## src/hdl/tpc_pkg.sv

```systemverilog
// ---------------------------------------------------------------------------
// tpc_pkg
// Types, register codes and the patch-code function shared by the
// three-patch texture coder.
// ---------------------------------------------------------------------------
package tpc_pkg;

    // Window geometry and fixed ring radius.
    localparam int WIN         = 9;
    localparam int CTR         = 4;
    localparam int RING_RADIUS = 3;
    localparam int MAX_HEIGHT  = 4096;
    localparam int ROW_W       = 13;
    localparam int QUEUE_DEPTH = 4;

    // Configuration register indexes.
    localparam logic [1:0] CFG_SKIP      = 2'd0;
    localparam logic [1:0] CFG_THRESHOLD = 2'd1;
    localparam logic [1:0] CFG_WIDTH     = 2'd2;
    localparam logic [1:0] CFG_HEIGHT    = 2'd3;

    // Register reset values.
    localparam logic [2:0]  RST_SKIP      = 3'd1;
    localparam logic [7:0]  RST_THRESHOLD = 8'd50;
    localparam logic [9:0]  RST_WIDTH     = 10'd512;
    localparam logic [12:0] RST_HEIGHT    = 13'd512;

    // Patch centres inside the 9x9 window: the pixel first, then ring points 0..7.
    localparam int PATCH_ROW [WIN] = '{CTR, CTR - RING_RADIUS, CTR - RING_RADIUS,
                                       CTR - RING_RADIUS, CTR, CTR + RING_RADIUS,
                                       CTR + RING_RADIUS, CTR + RING_RADIUS, CTR};
    localparam int PATCH_COL [WIN] = '{CTR, CTR - RING_RADIUS, CTR, CTR + RING_RADIUS,
                                       CTR + RING_RADIUS, CTR + RING_RADIUS, CTR,
                                       CTR - RING_RADIUS, CTR - RING_RADIUS};

    // 3x3 bit weights in raster order; the centre carries none.
    localparam logic [7:0] PATCH_WEIGHT [WIN] = '{8'd128, 8'd64, 8'd32, 8'd1, 8'd0,
                                                 8'd16, 8'd2, 8'd4, 8'd8};

    typedef struct packed {
        logic       action;
        logic [7:0] pixel;
    } in_item_t;

    typedef struct packed {
        logic [7:0] code;
        logic       last;
    } out_item_t;

    typedef struct packed {
        logic [2:0]  skip_steps;
        logic [7:0]  threshold;
        logic [9:0]  frame_width;
        logic [12:0] frame_height;
    } cfg_t;

    // One queued item: the nine patch codes (centre first) and the frame end flag.
    typedef struct packed {
        logic [WIN-1:0][7:0] patch;
        logic                last;
    } entry_t;

    typedef struct packed {
        logic clearing;
        logic dividing;
    } front_status_t;

    // 3x3 LBP code of nine samples in raster order.
    function automatic logic [7:0] patch_code(input logic [WIN-1:0][7:0] s);
        logic [7:0] acc;
        acc = 8'd0;
        for (int m = 0; m < WIN; m++) begin
            if (s[m] >= s[CTR]) begin
                acc = acc | PATCH_WEIGHT[m];
            end
        end
        return acc;
    endfunction

endpackage

```

## src/hdl/tpc_back.sv

```systemverilog
// ---------------------------------------------------------------------------
// tpc_back
// Compares ring patch codes against the centre code and delivers the
// three-patch code through an elastic two-stage pipeline.
// ---------------------------------------------------------------------------
module tpc_back import tpc_pkg::*; (
    input  logic      clk,
    input  logic      rst_n,
    input  cfg_t      cfg,
    input  logic      q_valid,
    output logic      q_pop,
    input  entry_t    q_head,
    output logic      out_valid,
    input  logic      out_ready,
    output out_item_t out_data
);

    logic                b1_valid_reg;
    logic [7:0][7:0]     b1_diff_reg;
    logic                b1_last_reg;
    logic                out_valid_reg;
    out_item_t           out_data_reg;

    logic out_load;
    logic b1_free;

    assign out_load = b1_valid_reg && (!out_valid_reg || out_ready);
    assign b1_free  = !b1_valid_reg || out_load;
    assign q_pop    = q_valid && b1_free;

    // Absolute distance of each ring patch code from the centre code.
    logic [7:0][7:0] diff;
    always_comb
    begin
        for (int i = 0; i < 8; i++)
        begin
            diff[i] = (q_head.patch[i+1] >= q_head.patch[0]) ?
                      q_head.patch[i+1] - q_head.patch[0] :
                      q_head.patch[0] - q_head.patch[i+1];
        end
    end

    // Ring point i sets bit 7-i when its distance exceeds that of point i+skip_steps
    logic [7:0] code;
    always_comb
    begin
        logic [2:0] sel;
        for (int i = 0; i < 8; i++)
        begin
            sel         = 3'(i) + cfg.skip_steps;
            code[7 - i] = 9'(b1_diff_reg[i]) > 9'(b1_diff_reg[sel]) + 9'(cfg.threshold);
        end
    end

    always_ff @(posedge clk or negedge rst_n)
    begin
        if (!rst_n)
        begin
            b1_valid_reg  <= 1'b0;
            out_valid_reg <= 1'b0;
        end
        else
        begin
            if (b1_free)
            begin
                b1_valid_reg <= q_valid;
            end
            if (out_load)
            begin
                out_valid_reg <= 1'b1;
            end
            else if (out_ready)
            begin
                out_valid_reg <= 1'b0;
            end
        end
    end

    always_ff @(posedge clk)
    begin
        if (q_pop)
        begin
            b1_diff_reg <= diff;
            b1_last_reg <= q_head.last;
        end
        if (out_load)
        begin
            out_data_reg.code <= code;
            out_data_reg.last <= b1_last_reg;
        end
    end

    assign out_valid = out_valid_reg;
    assign out_data  = out_data_reg;

endmodule

```

## config.mk

```make
export PLATFORM = sky130hd
export DESIGN_NAME = tpc_back
export DESIGN_NICKNAME = d
export VERILOG_FILES = /design/src/hdl/tpc_pkg.sv /design/src/hdl/tpc_back.sv
export SDC_FILE = /design/constraint.sdc
export NUM_CORES = 1
export LEC_CHECK = 0
export BUFFER_PORTS_ARGS = -buffer_cell sky130_fd_sc_hd__clkbuf_2
export CAP_MARGIN = 25
export CORE_UTILIZATION = 55
export CTS_BUF_LIST = sky130_fd_sc_hd__clkbuf_16
export CTS_CLUSTER_SIZE = 8
export DETAILED_ROUTE_END_ITERATION = 8
export PLACE_DENSITY = 0.75
export SYNTH_ARGS = -nofsm -noshare
export SYNTH_HDL_FRONTEND = slang
export SYNTH_SLANG_ARGS = --single-unit
```

## constraint.sdc

```tcl
create_clock -name clk -period 16.53 [get_ports clk]
set_clock_uncertainty 0.15 [all_clocks]
set_input_delay 2.4795 -clock clk [delete_from_list [all_inputs] [get_ports clk]]
set_output_delay 2.4795 -clock clk [all_outputs]
set_load 0.01 [all_outputs]
```

==> results.json <==
{
  "period_share": 0.440,
  "netlist_instances": 1398,
  "powerDensity_mw_per_mm2": 90.8,
  "crit_path_end_kind": "flip-flop",
  "setup_viol": 0,
  "synth_nets": 1783,
  "intPower_w": 0.000739,
  "largest_reg_flops": 64,
  "place_congestion": 0.979,
  "swShare": 0.429,
  "post_route_cells_drive_above_1_share": 0.148,
  "grt_max_degree": 67,
  "wl_per_cell_um": 20.4,
  "rows": 56,
  "finalHoldViolations": 0,
  "clock.fmax_mhz": 138,
  "overflow": 0,
  "power_frac_clock": 0.153,
  "clock_path_buffers": 2,
  "grt.total_usage": 0.307,
  "stdcell_area_mm2": 0.0143,
  "dieArea_mm2": 0.0247,
  "post_cts_buffers": 0,
  "critical_path_class": "in2reg",
  "die_height_um": 157,
  "grt_pass1_vias": 10649,
  "drtIter0Drc": 1036,
  "portBuffers": 98,
  "slew-limit-headroom": 0.297,
  "drv_slew": 0,
  "syn_area_mm2": 0.0132,
  "p_leak_nw": 6.81,
  "antenna_found_initial": 0,
  "drv_cap": 0,
  "root_buffer": "clkbuf_16",
  "routed_via_density": 6.13,
  "numCtsBuffers": 9,
  "start_util": 0.561,
  "synth-seq-area-share": 0.172,
  "final_nets": 1858,
  "clkSinkCount": 76,
  "synth.top_cell.area_share": 0.237,
  "comb_power_share": 0.602,
  "cp.required_ns": 16.50,
  "synth_cell_type_count": 46,
  "clkTransAtPathRegs_ns": 0.07,
  "p_switching_w": 0.000556,
  "yosys.area.top_type": "ha_1",
  "diodes": 0,
  "ir_drop_uv": 53.6,
  "timing.hold.ws_ns": 0.274,
  "grt_pass1_wl_mm": 56.9,
  "place_area_mm2": 0.0139,
  "fillers": 2072,
  "via_count": 11017,
  "outcome": "complete, no violations",
  "ctsHtreeMaxLevel": 3,
  "ctsResizeCount": 0,
  "rsz0062_at_grt": "no",
  "core_mm2": 0.0235,
  "tns_ns": 0,
  "cts_tree": "done",
  "startpoint_type": "input pin",
  "firstDrtPassIters": 5,
  "mostFrequentLayoutCell": "ha_1",
  "remaining_drc_errors": 0,
  "ant_nets": 0,
  "avgSynthCellArea_um2": 9.45,
  "yosysWarnings": 0,
  "area_growth_syn_to_layout_pct": 7.86,
  "clock_latency_ns": 0.35,
  "cts_hold_buf": 0,
  "ys_ff_latch": 76,
  "hold_class": "reg2reg",
  "synth_area_leaders": "ha_1, edfxtp_1, mux4_2, nand2_1, mux2i_1",
  "crit_fanout": 36,
  "worst_pin_slew_ns": 1.05,
  "final_cell_mix": "ha_1, nand2_1, inv_1",
  "cp.arrival_ns": 7.24,
  "dieWidth_um": 157,
  "p_seq_frac": 0.245,
  "ios": 122,
  "period_needed_ns": 7.27,
  "place_hpwl_mm": 28.8,
  "routed_wl_mm": 36.6
}
## worst paths after layout
check / from / end / slack, ns / cells past startpoint
max: cfg[32] / out_data[3]$_DFFE_PP_ / 9.26 / 19
min: b1_last_reg$_DFFE_PP_ / out_data[0]$_DFFE_PP_ / 0.27 / 0
max reg2reg: b1_diff_reg[57]$_DFFE_PP_ / out_data[4]$_DFFE_PP_ / 12.34 / 14
min reg2reg: b1_last_reg$_DFFE_PP_ / out_data[0]$_DFFE_PP_ / 0.27 / 0
max in group asynchronous: rst_n / b1_valid_reg$_DFFE_PN0N_ / 14.36 / 1
min in group asynchronous: rst_n / out_valid$_DFFE_PN0P_ / 1.75 / 1
## worst max-delay path: stages
cell and delay, ns:
clkbuf_2 0.72, inv_1 0.13, ha_1 0.31, buf_4 0.41, mux4_2 0.63, nand2_1 0.09
and2_1 0.18, inv_1 0.05, ha_1 0.27, a21o_1 0.18, a21oi_1 0.20, o21ai_0 0.14
a211oi_1 0.25, o21bai_1 0.11, xnor2_1 0.18, ha_1 0.28, nand4_1 0.10, o22ai_1 0.08
a2111oi_0 0.42
## synth_stat cells, drive strengths merged
cell type and instances:
ha 250, nand2 170, inv 119, a21oi 88
o21ai 83, edfxtp 74, mux4 64, xor2 62
mux2i 58, nor2b 45, xnor2 39, a21o 38
nand2b 38, nor2 28, a31oi 26, fa 24
nand4 24, a21boi 22, buf 22, clkbuf 20
mux2 14, and2 13, a211oi 12, and4 8
nor3 7, o211ai 7, nand3 6, or3 6
o21bai 5, o311a 5, a221oi 4, nand3b 3
o21a 3, a2111oi 2, dfrtp 2, nor3b 2
nor4 2, o22ai 2, o41ai 1
## power by group through the flow
stage          registers (W)  clock network, W  logic (W)
2_1_floorplan       0.000291                 0   0.000592
3_3_place_gp        0.000316                 0   0.000740
3_5_place_dp        0.000317                 0   0.000765
4_1_cts             0.000313          0.000201   0.000772
5_1_grt             0.000318          0.000208   0.000875
6_report            0.000318          0.000198   0.000779
## kinds of logic (layout without fill, tap and decap cells)
family	after synthesis	in the layout	synth area share
AO/OA/AOI/OAI	298	298	0.142
buffers and inverters	161	241	0.0505
adder cells (fa/ha/maj)	274	274	0.273
multiplexers	136	136	0.165
AND/OR/NAND/NOR	352	352	0.130
flip-flops	76	76	0.172
XOR/XNOR	101	101	0.0669
## cell type report
type                       count  area, µm²  share of cell area
multi-input combinational   1161      10300               0.722
timing repair buffer         106        553              0.0388
inverter                     119        447              0.0313
clock inverter                 7       70.1             0.00491
clock buffer                   9        225              0.0158
sequential                    76       2270               0.159
tap                          319        399              0.0280
## through the flow
step / power, W / setup WS, ns / cells / util
finish: 0.00129 / 9.26 / 1797 / 0.606
global route: 0.00140 / 8.78 / 1797 / 0.606
CTS: 0.00129 / 9.28 / 1795 / 0.605
detailed placement: 0.00108 / 8.93 / 1779 / 0.592
global placement: 0.00106 / 9.14 / 1779 / 0.592
floorplan: 0.000884 / 6.43 / 1398 / -
## per-layer routing
| layer | global-route usage | part of all wire | up-vias |
|---|---|---|---|
| li1 | - | - | 5220 |
| met1 | 0.415 | 0.43 | 5135 |
| met2 | 0.491 | 0.44 | 546 |
| met3 | 0.0432 | 0.083 | 116 |
| met4 | 0.135 | 0.045 | 0 |
| met5 | 0 | 0 | - |
No activity file was read; power rests on OpenSTA's default activity.
