$ cat src/hdl/tpc_pkg.sv
// ---------------------------------------------------------------------------
// tpc_pkg
// Types, register codes and the patch-code function shared by the
// three-patch texture coder.
// ---------------------------------------------------------------------------
package tpc_pkg;

    // Window geometry and fixed ring radius.
    localparam int WIN         = 9;
    localparam int CTR         = 4;
    localparam int RING_RADIUS = 3;
    localparam int MAX_HEIGHT  = 4096;
    localparam int ROW_W       = 13;
    localparam int QUEUE_DEPTH = 4;

    // Configuration register indexes.
    localparam logic [1:0] CFG_SKIP      = 2'd0;
    localparam logic [1:0] CFG_THRESHOLD = 2'd1;
    localparam logic [1:0] CFG_WIDTH     = 2'd2;
    localparam logic [1:0] CFG_HEIGHT    = 2'd3;

    // Register reset values.
    localparam logic [2:0]  RST_SKIP      = 3'd1;
    localparam logic [7:0]  RST_THRESHOLD = 8'd50;
    localparam logic [9:0]  RST_WIDTH     = 10'd512;
    localparam logic [12:0] RST_HEIGHT    = 13'd512;

    // Patch centres inside the 9x9 window: the pixel first, then ring points 0..7.
    localparam int PATCH_ROW [WIN] = '{CTR, CTR - RING_RADIUS, CTR - RING_RADIUS,
                                       CTR - RING_RADIUS, CTR, CTR + RING_RADIUS,
                                       CTR + RING_RADIUS, CTR + RING_RADIUS, CTR};
    localparam int PATCH_COL [WIN] = '{CTR, CTR - RING_RADIUS, CTR, CTR + RING_RADIUS,
                                       CTR + RING_RADIUS, CTR + RING_RADIUS, CTR,
                                       CTR - RING_RADIUS, CTR - RING_RADIUS};

    // 3x3 bit weights in raster order; the centre carries none.
    localparam logic [7:0] PATCH_WEIGHT [WIN] = '{8'd128, 8'd64, 8'd32, 8'd1, 8'd0,
                                                 8'd16, 8'd2, 8'd4, 8'd8};

    typedef struct packed {
        logic       action;
        logic [7:0] pixel;
    } in_item_t;

    typedef struct packed {
        logic [7:0] code;
        logic       last;
    } out_item_t;

    typedef struct packed {
        logic [2:0]  skip_steps;
        logic [7:0]  threshold;
        logic [9:0]  frame_width;
        logic [12:0] frame_height;
    } cfg_t;

    // One queued item: the nine patch codes (centre first) and the frame end flag.
    typedef struct packed {
        logic [WIN-1:0][7:0] patch;
        logic                last;
    } entry_t;

    typedef struct packed {
        logic clearing;
        logic dividing;
    } front_status_t;

    // 3x3 LBP code of nine samples in raster order.
    function automatic logic [7:0] patch_code(input logic [WIN-1:0][7:0] s);
        logic [7:0] acc;
        acc = 8'd0;
        for (int m = 0; m < WIN; m++) begin
            if (s[m] >= s[CTR]) begin
                acc = acc | PATCH_WEIGHT[m];
            end
        end
        return acc;
    endfunction

endpackage

$ cat src/hdl/tpc_queue.sv
// ---------------------------------------------------------------------------
// tpc_queue
// Short register queue of patch-code entries between front and back.
// ---------------------------------------------------------------------------
module tpc_queue import tpc_pkg::*; (
    input  logic                             clk,
    input  logic                             rst_n,
    input  logic                             push,
    input  entry_t                           push_entry,
    input  logic                             pop,
    output entry_t                           head,
    output logic                             not_empty,
    output logic [$clog2(QUEUE_DEPTH+1)-1:0] count
);

    localparam int PW = $clog2(QUEUE_DEPTH);
    localparam int CNW = $clog2(QUEUE_DEPTH + 1);

    entry_t         slot_reg [QUEUE_DEPTH];
    logic [PW-1:0]  wptr_reg;
    logic [PW-1:0]  rptr_reg;
    logic [CNW-1:0] count_reg;

    // Pointers and fill level.
    always_ff @(posedge clk or negedge rst_n)
    begin
        if (!rst_n)
        begin
            wptr_reg  <= '0;
            rptr_reg  <= '0;
            count_reg <= '0;
        end
        else
        begin
            if (push)
            begin
                wptr_reg <= wptr_reg + PW'(1);
            end
            if (pop)
            begin
                rptr_reg <= rptr_reg + PW'(1);
            end
            count_reg <= count_reg + CNW'(push) - CNW'(pop);
        end
    end

    // Entry storage.
    always_ff @(posedge clk)
    begin
        if (push)
        begin
            slot_reg[wptr_reg] <= push_entry;
        end
    end

    assign head      = slot_reg[rptr_reg];
    assign not_empty = count_reg != '0;
    assign count     = count_reg;

endmodule

$ cat config.mk
export PLATFORM = sky130hd
export DESIGN_NAME = tpc_queue
export DESIGN_NICKNAME = d
export VERILOG_FILES = /design/src/hdl/tpc_pkg.sv /design/src/hdl/tpc_queue.sv
export SDC_FILE = /design/constraint.sdc
export NUM_CORES = 1
export LEC_CHECK = 0
export BUFFER_PORTS_ARGS = -buffer_cell sky130_fd_sc_hd__buf_2
export CAP_MARGIN = 10
export CORE_UTILIZATION = 55
export DETAILED_ROUTE_END_ITERATION = 6
export GPL_ROUTABILITY_DRIVEN = 0
export PLACE_DENSITY = 0.77
export SLEW_MARGIN = 20
export SYNTH_ARGS = -nofsm -noshare
export SYNTH_HDL_FRONTEND = slang
export SYNTH_SLANG_ARGS = --single-unit
$ cat constraint.sdc
create_clock -name clk -period 3.4 [get_ports clk]
set_clock_uncertainty 0.1 [all_clocks]
set_input_delay 0.17 -clock clk [delete_from_list [all_inputs] [get_ports clk]]
set_output_delay 0.17 -clock clk [all_outputs]
set_load 0.01 [all_outputs]
==> reports/qor.csv, run 1 <==
metric,value,unit
status,"finished, final reports clean",
mux contribution to synthesized area,15.06,%
compound-gate portion of the synthesized area,0.04586,%
Initial Utilization,56.08,%
Area Overhead vs Synth,25.44,%
Yosys top cell area share,80.34,%
clock network fraction of design power,26.4,%
DRT Pass-1 Iters,4,
Yosys top cell by area,edfxtp_1,
Non-Filler Instances,955,
CTS root buf,clkbuf_16,
row cnt,51,
drt drc,0,
combinational power share,27.0,%
xor/xnor share of the synthesized area,0.4012,%
IO Pins,154,
met1 Use GR,26.84,%
RSZ-0062 raised after global routing,false,
syn avg cell area,26.36,um2
Num CTS Buffers,29,
Net Sw Power,3245,uW
Hold Crit Class,in -> reg,
Worst-path clk slew,60,ps
count of final hold-check violations,0,
CP Launch Type,flip-flop,
crit-path leading delay family,flip-flops,
grt ovf,0,
Bufs and invs on worst path,1,
part of the Yosys area used for sequential elements,81.94,%
maximum vdd ir drop,490.6,uV
Clock Latency Late Sink,530,ps
first-pass GRT wire length,30.59,mm
Routed WL,20.31,mm
Worst EP required,3130,ps
part of the cycle the worst path needs,76.57,%
drt first-iter violations,379,
cell total after placement,823,
Nets,751,
Sinks on Clock Net,299,
WP data arrival,2330,ps
MaxCap Viol Count,0,
Leakage,0.004773,uW
Final setup violation count,0,
share of layout cells above drive strength 1,42.03,%
hpwl dp,10.90,mm
ANT cells,0,
switching share of power,28.77,%
H-tree depth,1,
crit-path max cell delay,1150,ps
post-synth net total,498,
Slew @ Worst Pin,1104,ps
CP max stage cell,dfrtp_4,
crit-path cells,mux4_2 -> buf_2,
Worst Setup End Kind,output port,
Routed Antenna Nets,0,
Slew headroom,26.41,%
met3 Use GR,2.918,%
vias per inst,5.415,
ranking of synthesized cells by area,"edfxtp_1, mux4_2, dfrtp_1",
Synth cell types,16,
number of antenna violations at the first check in global routing,0,
CTS max path bufs,3,
grt peak-use layer,met2,
P_int,8032,uW
Post CTS Setup Buffer Count,0,
CP Class,reg -> out,
largest family of logic cells by synthesized area,multiplexers,
Port-buffer cells,153,
Syn. warnings,0,
cells after synthesis,414,
GR Layer Usage met2,35.60,%
worst-path maximum fanout,74,
die area,20410,um2
max FFs per register,292,
Power Density,823.7,nW/um2
via count,5171,
Tot GR Track Use,20.49,%
Final min period,2603,ps
DIE WIDTH,142.9,um
Die H,142.9,um
Fmax,384.1,MHz
Synth Cell Area,10910,um2
setup_tns,0,ps
Fillers,1161,
vias in the first global route,5554,
largest net degree at the start of global routing,75,
simple-gate share of the synthesized area,0.3554,%
#FFs+latches synth,299,
TritonCTS clock tree,yes,
core region area,19460,um2
per-cell routed wire length,21.27,um
sequential share of power,46.6,%
max-slew violation count,0,
Synth Area in Adders,0.8713,%
per-layer routing:
layer	up-vias	wire, um
met2	165	10600
met3	39	882
met4	0	551
li1	2284	-
met1	2683	8279
met5	-	0
cell usage in the layout (no fill, tap or decap), types with 3 or more instances in the layout:
master	count
clkbuf_16	29
buf_4	4
ha_1	6
inv_1	6
xnor2_1	3
clkinvlp_4	4
and2_4	4
clkbuf_8	4
clkinv_2	10
mux4_2	73
dlygate4sd3_1	77
dfrtp_1	5
buf_12	4
edfxtp_1	292
buf_2	153
power groups by stage:
stage | clock network (uW) | registers (uW) | logic (uW)
after floorplan | 0 | 5050 | 2150
after global placement | 0 | 5270 | 2950
after detailed placement | 0 | 5330 | 3000
after CTS | 3020 | 5260 | 3080
after global routing | 3160 | 5320 | 3290
final | 2980 | 5250 | 3050
per-stage QoR:
step	instance area, um2	utilization [%]	hold slack, ps	power (uW)	setup WS [ps]
after floorplan	10910	-	-225.6	7207	533.4
after global placement	12000	61.65	-92.69	8228	1331
after detailed placement	12000	61.65	-88.55	8333	1273
after CTS	13670	70.24	263.1	11360	754.8
after global routing	13690	70.34	281.5	11770	709.0
final	13690	70.34	282.5	11280	796.7
final timing paths:
kind                                startpoint              end  slack (ps)  cells past startpoint
worst min register to register     wptr_reg[0]      wptr_reg[0]         430                      1
min in group asynchronous                rst_n         count[2]         490                      3
max in group asynchronous                rst_n      rptr_reg[0]        2440                      3
worst max-delay path               rptr_reg[1]          head[0]         800                      2
worst max register to register     wptr_reg[0]  slot_reg[2][24]        1310                      4
worst min-delay path            push_entry[25]  slot_reg[3][25]         280                      2
cells in the mapped netlist:
cell type,number
ha_1,6
fa_1,1
o21ai_0,1
buf_4,2
and2_1,4
or3_1,1
buf_6,6
clkbuf_1,1
xor2_1,2
dfrtp_1,7
xnor2_1,3
mux4_2,73
inv_1,6
nand2_1,2
buf_2,7
edfxtp_1,292
layout make-up:
class	instances	area (um2)	share of cell area [%]
Multi-Input combinational cell	93	1837	13.42
Timing Repair Buffer	238	1647	12.03
Sequential cell	299	8951	65.38
Tap cell	265	331.6	2.422
Clock buffer	35	788.3	5.758
Inverter	6	22.52	0.1645
Clock inverter	19	113.9	0.8317
worst register-to-register path: stages, from the launching register on:
cell and delay (ps):
dfrtp_1 420, inv_1 100, ha_1 160, and2_4 620, buf_4 380
repair_timing:
| action | in CTS | in global routing |
|---|---|---|
| hold endpoints to repair | 304 | 0 |
| gates resized for setup | 0 | 0 |
| hold buffers | 77 | 0 |
cells by family after synthesis:
kind of cell | count (synthesis)
multiplexers | 73
XOR/XNOR | 5
AND/OR/NAND/NOR | 7
buffers and inverters | 22
flip-flops | 299
adder cells (fa/ha/maj) | 7
AO/OA/AOI/OAI | 1
No activity file was read; power rests on OpenSTA's default activity.
==> inputs of run 2 (changes only) <==
ABC_AREA = 1   (was not set)
PLACE_DENSITY = 0.76   (was 0.77)
clock period = 2.45 ns   (was 3.4 ns; I/O delays follow)
==> reports/qor.csv, run 2 <==
metric,value,unit,change
Die H,154.2,um,+7.9%
Slew headroom,67.00,%,+41 points
WP data arrival,2040,ps,-290 ps
Power Density,1147,nW/um2,+39%
per-cell routed wire length,14.68,um,-31%
Tot GR Track Use,21.84,%,+1.4 points
status,"finished, final reports clean",,
Worst EP required,2230,ps,-900 ps
syn avg cell area,10.71,um2,-59%
Synth cell types,14,,-2
hpwl dp,13.79,mm,+27%
via count,8429,,+63%
count of final hold-check violations,0,,unchanged
crit-path max cell delay,610,ps,-540 ps
setup_tns,0,ps,unchanged
RSZ-0062 raised after global routing,false,,
Area Overhead vs Synth,22.19,%,
CTS root buf,clkbuf_16,,
Fmax,441.8,MHz,
CP max stage cell,dfrtp_4,,
top-count cell post-synth,nand2_1,,
drt first-iter violations,464,,+22%
Post CTS Setup Buffer Count,0,,unchanged
Clock Latency Late Sink,540,ps,about the same
core region area,22710,um2,+17%
crit-path leading delay family,buffers and inverters,,
Num CTS Buffers,30,,+3.4%
Crit path top cell by count,nand2_1,,
Yosys top cell area share,68.83,%,-12 points
Slew @ Worst Pin,495.0,ps,-608.9 ps
cells after synthesis,1190,,+190%
Hold Crit Class,in -> reg,,
vias in the first global route,8370,,+51%
"Primary FF master, synth",edfxtp_1,,
Bufs and invs on worst path,3,,+2
Final setup violation count,0,,unchanged
WL met2,13.08,mm,+23%
metal3 WL,1.361,mm,+54%
"most common cell after layout, fill and taps aside",nand2_1,,
Yosys top cell by area,edfxtp_1,,
part of the Yosys area used for sequential elements,70.20,%,-12 points
Routed WL,25.43,mm,+25%
number of antenna violations at the first check in global routing,1,,+1
post-synth net total,1274,,+160%
drt drc,0,,unchanged
CTS max path bufs,3,,unchanged
row cnt,55,,+7.8%
Commonest cells post-synth,"nand2_1, inv_1, edfxtp_1",,
H-tree depth,1,,unchanged
"commonest cells after routing, fill and taps aside","nand2_1, inv_1, edfxtp_1",,
vias per inst,4.867,,-10%
MaxCap Viol Count,0,,unchanged
Sinks on Clock Net,299,,unchanged
Nets,1506,,+100%
die area,23780,um2,+16%
highest metal used,met4,,
ranking of synthesized cells by area,"edfxtp_1, nand2_1, inv_1",,
maximum vdd ir drop,818.7,uV,+67%
Worst Setup End Kind,output port,,
Final min period,2263,ps,
IO Pins,154,,unchanged
grt ovf,0,,unchanged
DRT Pass-1 Iters,7,,+3
Synth Cell Area,12740,um2,+17%
#FFs+latches synth,299,,unchanged
Initial Utilization,56.10,%,about the same
max-slew violation count,0,,unchanged
Syn. warnings,0,,unchanged
TritonCTS clock tree,yes,,
first-pass GRT wire length,40.74,mm,+33%
crit-path cells,inv_8 -> buf_12 -> nand2_1 -> nand3_1 -> nand2_1 -> buf_2,,
largest net degree at the start of global routing,84,,+12%
DIE WIDTH,154.2,um,+7.9%
worst-path maximum fanout,44,,-41%
Synth async-reset ratio,2.341,%,unchanged
total power,17860,uW,+58%
Leakage,0.007266,uW,+52%
max FFs per register,292,,unchanged
CP Class,reg -> out,,
Worst-path clk slew,60,ps,about the same
Port-buffer cells,153,,unchanged
share of layout cells above drive strength 1,15.63,%,-26 points
Post-synth EDFFs,292,,unchanged
met1 WL,10.48,mm,+27%
CP Launch Type,flip-flop,,
Routed Antenna Nets,0,,unchanged
part of the cycle the worst path needs,92.39,%,
[run 2: final cells by class]
type / instances / area [um2]
Antenna cell: 1 / 2.502
Clock buffer: 41 / 853.3
Clock inverter: 15 / 177.7
Fill cell: 1603 / 7143
Inverter: 306 / 1171
Multi-Input combinational cell: 535 / 2278
Sequential cell: 299 / 8949
Tap cell: 285 / 356.6
Timing Repair Buffer: 250 / 1778
[run 2: kinds of logic after synthesis]
family / Yosys count / share of synthesized area, %
xor gates and xnor gates: 3 / 0.2063
AOI/OAI and AO/OA: 1 / 0.03925
adders and majority gates: 7 / 0.7464
and+or+nand+nor: 524 / 16.89
DFF: 299 / 70.20
buffers and inverters: 356 / 11.91
[run 2: worst register-to-register path, stage by stage (launching register included)]
cell and delay [ps]:
dfrtp_1 350, inv_1 60, ha_1 270, inv_1 40
ha_1 180, fa_1 430, inv_1 70, nand2_1 60
nand3_1 90, nand2_1 50
[run 2: timing repair]
| item | in CTS | in global routing |
|---|---|---|
| resized for setup | 0 | 3 |
| hold endpoints to repair | 304 | 0 |
| setup endpoints to repair | 0 | 38 |
| hold buffers | 77 | 0 |
[run 2: path summary, 6_finish.rpt]
path / startpoint / to / slack [ps] / depth (start not counted)
setup / recovery: rptr_reg[0] / head[56] / 190 / 6
hold / removal: push_entry[24] / slot_reg[3][24] / 230 / 2
setup reg to reg: count[0] / count[2] / 630 / 9
hold reg to reg: count[1] / count[2] / 400 / 2
max in group asynchronous: rst_n / rptr_reg[1] / 1420 / 3
min in group asynchronous: rst_n / rptr_reg[0] / 510 / 3
[run 2: per-layer routing]
layer | vias up | GRT usage (%)
met3 | 48 | 2.858
met1 | 3962 | 27.12
met5 | - | 0
met2 | 256 | 39.57
met4 | 0 | 7.238
li1 | 4163 | -
[run 2: power by group]
part           internal [uW]  total [uW]  switching, uW
combinational           2110        6200           4080
sequential              6690        6990            291
clock                   2850        4680           1830
total                  11700       17900           6200
[run 2: through the flow]
| stage | instance area, um2 | worst slack (ps) | hold WS, ps | cells | util [%] |
|---|---|---|---|---|---|
| 2_1_floorplan | 12750 | 173.3 | -273.1 | 1190 | - |
| 3_3_place_gp | 13750 | 650.1 | -121.7 | 1598 | 60.56 |
| 3_5_place_dp | 13750 | 629.3 | -121.9 | 1598 | 60.56 |
| 4_1_cts | 15550 | 23.22 | 213.2 | 1731 | 68.50 |
| 5_1_grt | 15560 | 58.21 | 224.2 | 1731 | 68.53 |
| 6_report | 15570 | 186.5 | 225.6 | 1732 | 68.55 |
